<file path="src/design/scfla_ram.sv">
// ----------------------------------------------------------------------------
// scfla_ram
// Simple dual-port RAM, one write and one read port, registered read.
// ----------------------------------------------------------------------------
module scfla_ram #(
    parameter int WIDTH = 8,
    parameter int DEPTH = 16
) (
    input  logic                     clk,
    input  logic                     we,
    input  logic [$clog2(DEPTH)-1:0] waddr,
    input  logic [WIDTH-1:0]         wdata,
    input  logic                     re,
    input  logic [$clog2(DEPTH)-1:0] raddr,
    output logic [WIDTH-1:0]         rdata
);

    logic [WIDTH-1:0] mem [DEPTH];

    always_ff @(posedge clk)
    begin
        if (we)
        begin
            mem[waddr] <= wdata;
        end
        if (re)
        begin
            rdata <= mem[raddr];
        end
    end

endmodule

</file>
<file path="config.mk">
export PLATFORM = sky130hd
export DESIGN_NAME = scfla_ram
export DESIGN_NICKNAME = d
export VERILOG_FILES = /design/src/design/scfla_ram.sv
export SDC_FILE = /design/constraint.sdc
export NUM_CORES = 1
export LEC_CHECK = 0
export CAP_MARGIN = 20
export CELL_PAD_IN_SITES_DETAIL_PLACEMENT = 0
export CELL_PAD_IN_SITES_GLOBAL_PLACEMENT = 1
export CORE_ASPECT_RATIO = 1.5
export CORE_MARGIN = 2
export CORE_UTILIZATION = 55
export CTS_CLUSTER_DIAMETER = 200
export DETAILED_ROUTE_END_ITERATION = 10
export DONT_BUFFER_PORTS = 1
export GPL_ROUTABILITY_DRIVEN = 1
export PLACE_DENSITY = 0.86
export SLEW_MARGIN = 5
export SYNTH_ARGS = -nofsm -noshare
export SYNTH_HDL_FRONTEND = slang
export SYNTH_SLANG_ARGS = --single-unit
</file>
<file path="constraint.sdc">
create_clock -name clk -period 4.2 [get_ports clk]
set_input_delay 0.84 -clock clk [delete_from_list [all_inputs] [get_ports clk]]
set_output_delay 0.84 -clock clk [all_outputs]
set_load 0.02 [all_outputs]
</file>
==> impl_metrics.py <==
metrics = {
    "status": {
        "status": "completed",
    },
    "detailed_routing": {
        "drtIter0Drc": 167,
        "totalWireLength_um": 9550,
        "drc": 0,
        "drt_first_pass_iters": 4,
        "vias": 2327,
        "routed_via_density": 6.41,
        "wl_per_cell_um": 26.3,
        "ant_nets": 0,
    },
    "worst_setup_path": {
        "cp-end-kind": "flip-flop",
        "critPathBufInv": 0,
        "critPathLaunch": "waddr[2]",
        "critPathMaxStageDelay_ns": 0.63,
        "rr_worst_depth": 3,
        "cp.depth": 2,
        "cp_slowest_cell": "nor2_1",
        "path_class": "in2reg",
        "cp-start-kind": "input pin",
        "crit_chain": "or3b_2 > nor2_1",
        "r2r-start": "mem[0][0]",
        "path_max_fanout": 8,
        "arrival_ns": 1.97,
        "crit_family": "simple AND/OR/NAND/NOR gates",
        "crit_required_ns": 4.23,
    },
    "floorplan": {
        "coreArea_um2": 9250,
        "dieWidth_um": 83.6,
        "die_h_um": 123,
        "initial_core_util_pct": 56.5,
        "io_pins": 27,
        "die-area_um2": 10300,
        "num_rows": 43,
    },
    "sta": {
        "totalNegativeSetupSlack_ns": 0,
        "slew_violations": 0,
        "tightest_slew_ns": 0.904,
        "rsz0062_at_grt": "false",
        "max-slew-margin-rel_pct": 39.5,
        "fmax_mhz": 517,
        "skew_ns": 0.00456,
        "period_minus_slack_ns": 1.94,
        "min_period_over_period_pct": 46.1,
        "setup_violations": 0,
        "final_hold_viol_count": 0,
        "setup_ws_ns": 2.26,
    },
    "synthesis": {
        "netlist_area_um2": 5230,
        "yosysMostFrequentCell": "edfxtp_1",
        "yosys.area.top_type": "edfxtp_1",
        "async_flop_share_pct": 0,
        "synth_cells": 229,
        "ys_warn_count": 0,
        "synth_edf_count": 136,
        "synth_nets": 248,
        "synth_common_cells": "edfxtp_1 (136), mux4_2 (18), a22oi_1 (16), mux4_1 (14), nor2_1 (13)",
        "ys_top_cells_by_area": "edfxtp_1 (78%), mux4_2 (7.8%), mux4_1 (7.0%)",
        "ys.flop_type": "edfxtp_1",
        "avgSynthCellArea_um2": 22.8,
        "synthDistinctLibCells": 18,
        "synth.ff_latch_count": 136,
        "synth_top_cell_area_share_pct": 78.1,
        "seq_area_frac_synth_pct": 78.1,
    },
    "min_path": {
        "min-delay-path-class": "in2reg",
        "hold_depth": 0,
        "worstHoldStart": "wdata[3]",
    },
    "power": {
        "power_w": 0.00290,
        "p_leak_nw": 1.87,
        "p_per_area_nw_per_um2": 500,
        "ir_drop_mv": 0.323,
    },
    "cells_and_area": {
        "nNetsFinal": 261,
        "antenna_cells": 0,
        "drive_gt1_share_pct": 17.5,
        "final_cell_area_um2": 5800,
        "num-fill-cells": 645,
        "area_growth_pct": 11.0,
    },
    "grt": {
        "use_met3_pct": 6.61,
        "grtUsageMet1_pct": 23.2,
        "grt_pass1_vias": 2370,
        "grt_use_total_pct": 19.8,
        "busiest_layer": "met2",
        "use_met2_pct": 34.0,
        "grt_max_degree": 33,
        "grt_pass1_wl_um": 14000,
        "grt_antenna_before_repair": 0,
        "grt_overflow": 0,
    },
    "clock_tree": {
        "cts_resized": 0,
        "cts_hold_buf": 0,
        "numCtsBuffers": 17,
        "clock_sinks": 136,
        "clk_latency_ns": 0.41,
        "cts_tree": "built",
        "root_buffer": "clkbuf_16",
        "postCtsSetupRepairBufs": 0,
        "clockBufferDepth": 2,
        "h-tree-depth": 4,
        "clk_pin_slew_ns": 0.05,
    },
    "placed_design": {
        "gp_congestion": 0.750,
        "portBuffers": 0,
        "place_area_um2": 5300,
        "post-dp-hpwl_um": 6000,
        "place_ws_ns": 1.66,
    },
    "run": {
        "cap_viol_max_count": 0,
    },
}
==> cell families after synthesis <==
family	synth area share [%]
compound gates	2.30
buf+inv	1.65
flops	78.1
mux	14.8
simple gates	3.14
==> cell usage in the layout, fill, tap and decap left out, drive strengths merged, types with 2 or more instances in the layout <==
| cell type | synthesis | routed |
|---|---|---|
| a22oi | 16 | 16 |
| buf | 7 | 4 |
| clkbuf | 0 | 20 |
| clkinv | 0 | 7 |
| edfxtp | 136 | 136 |
| mux4 | 32 | 32 |
| nand2 | 9 | 9 |
| nand2b | 2 | 2 |
| nand3b | 2 | 2 |
| nor2 | 13 | 13 |
| nor3 | 4 | 4 |
==> metrics by stage <==
step                      utilization (%)  cells  hold slack, ns
after global routing                 62.7    363           0.507
after CTS                            62.7    362           0.510
final                                62.7    363           0.526
after global placement               57.2    333           0.735
after detailed placement             57.3    334           0.770
after floorplan                         -    229           0.705
==> registers in the layout (all words and copies together) (netlist names) <==
name / cells
rdata: 8
mem: 128
==> power breakdown <==
part           switching [W]  internal, W
registers          0.0000164      0.00153
logic              0.0000359    0.0000433
clock network       0.000486     0.000786
total               0.000539      0.00236
==> area by class of cell <==
| type | count | area, um2 | share of cell area, % |
|---|---|---|---|
| multi-input combinational | 83 | 1060 | 18.2 |
| tap | 112 | 140 | 2.41 |
| clock inverter | 8 | 60.1 | 1.03 |
| clock buffer | 20 | 437 | 7.52 |
| sequential | 136 | 4080 | 70.4 |
| timing repair buffer | 4 | 25.0 | 0.431 |
==> final timing paths <==
check / slack (ns) / end
setup / recovery: 2.26 / mem[3][0]
hold reg to reg: 0.78 / rdata[1]
setup reg to reg: 2.67 / rdata[0]
hold / removal: 0.53 / mem[7][3]
==> layer usage <==
| metal | up-vias | wire (um) | part of all wire, % |
|---|---|---|---|
| li1 | 1004 | - | - |
| met1 | 1229 | 3760 | 39 |
| met2 | 82 | 5170 | 54 |
| met3 | 12 | 511 | 5.4 |
| met4 | 0 | 108 | 1.1 |
| met5 | - | 0 | 0 |
(Power assumes the default switching activity.)
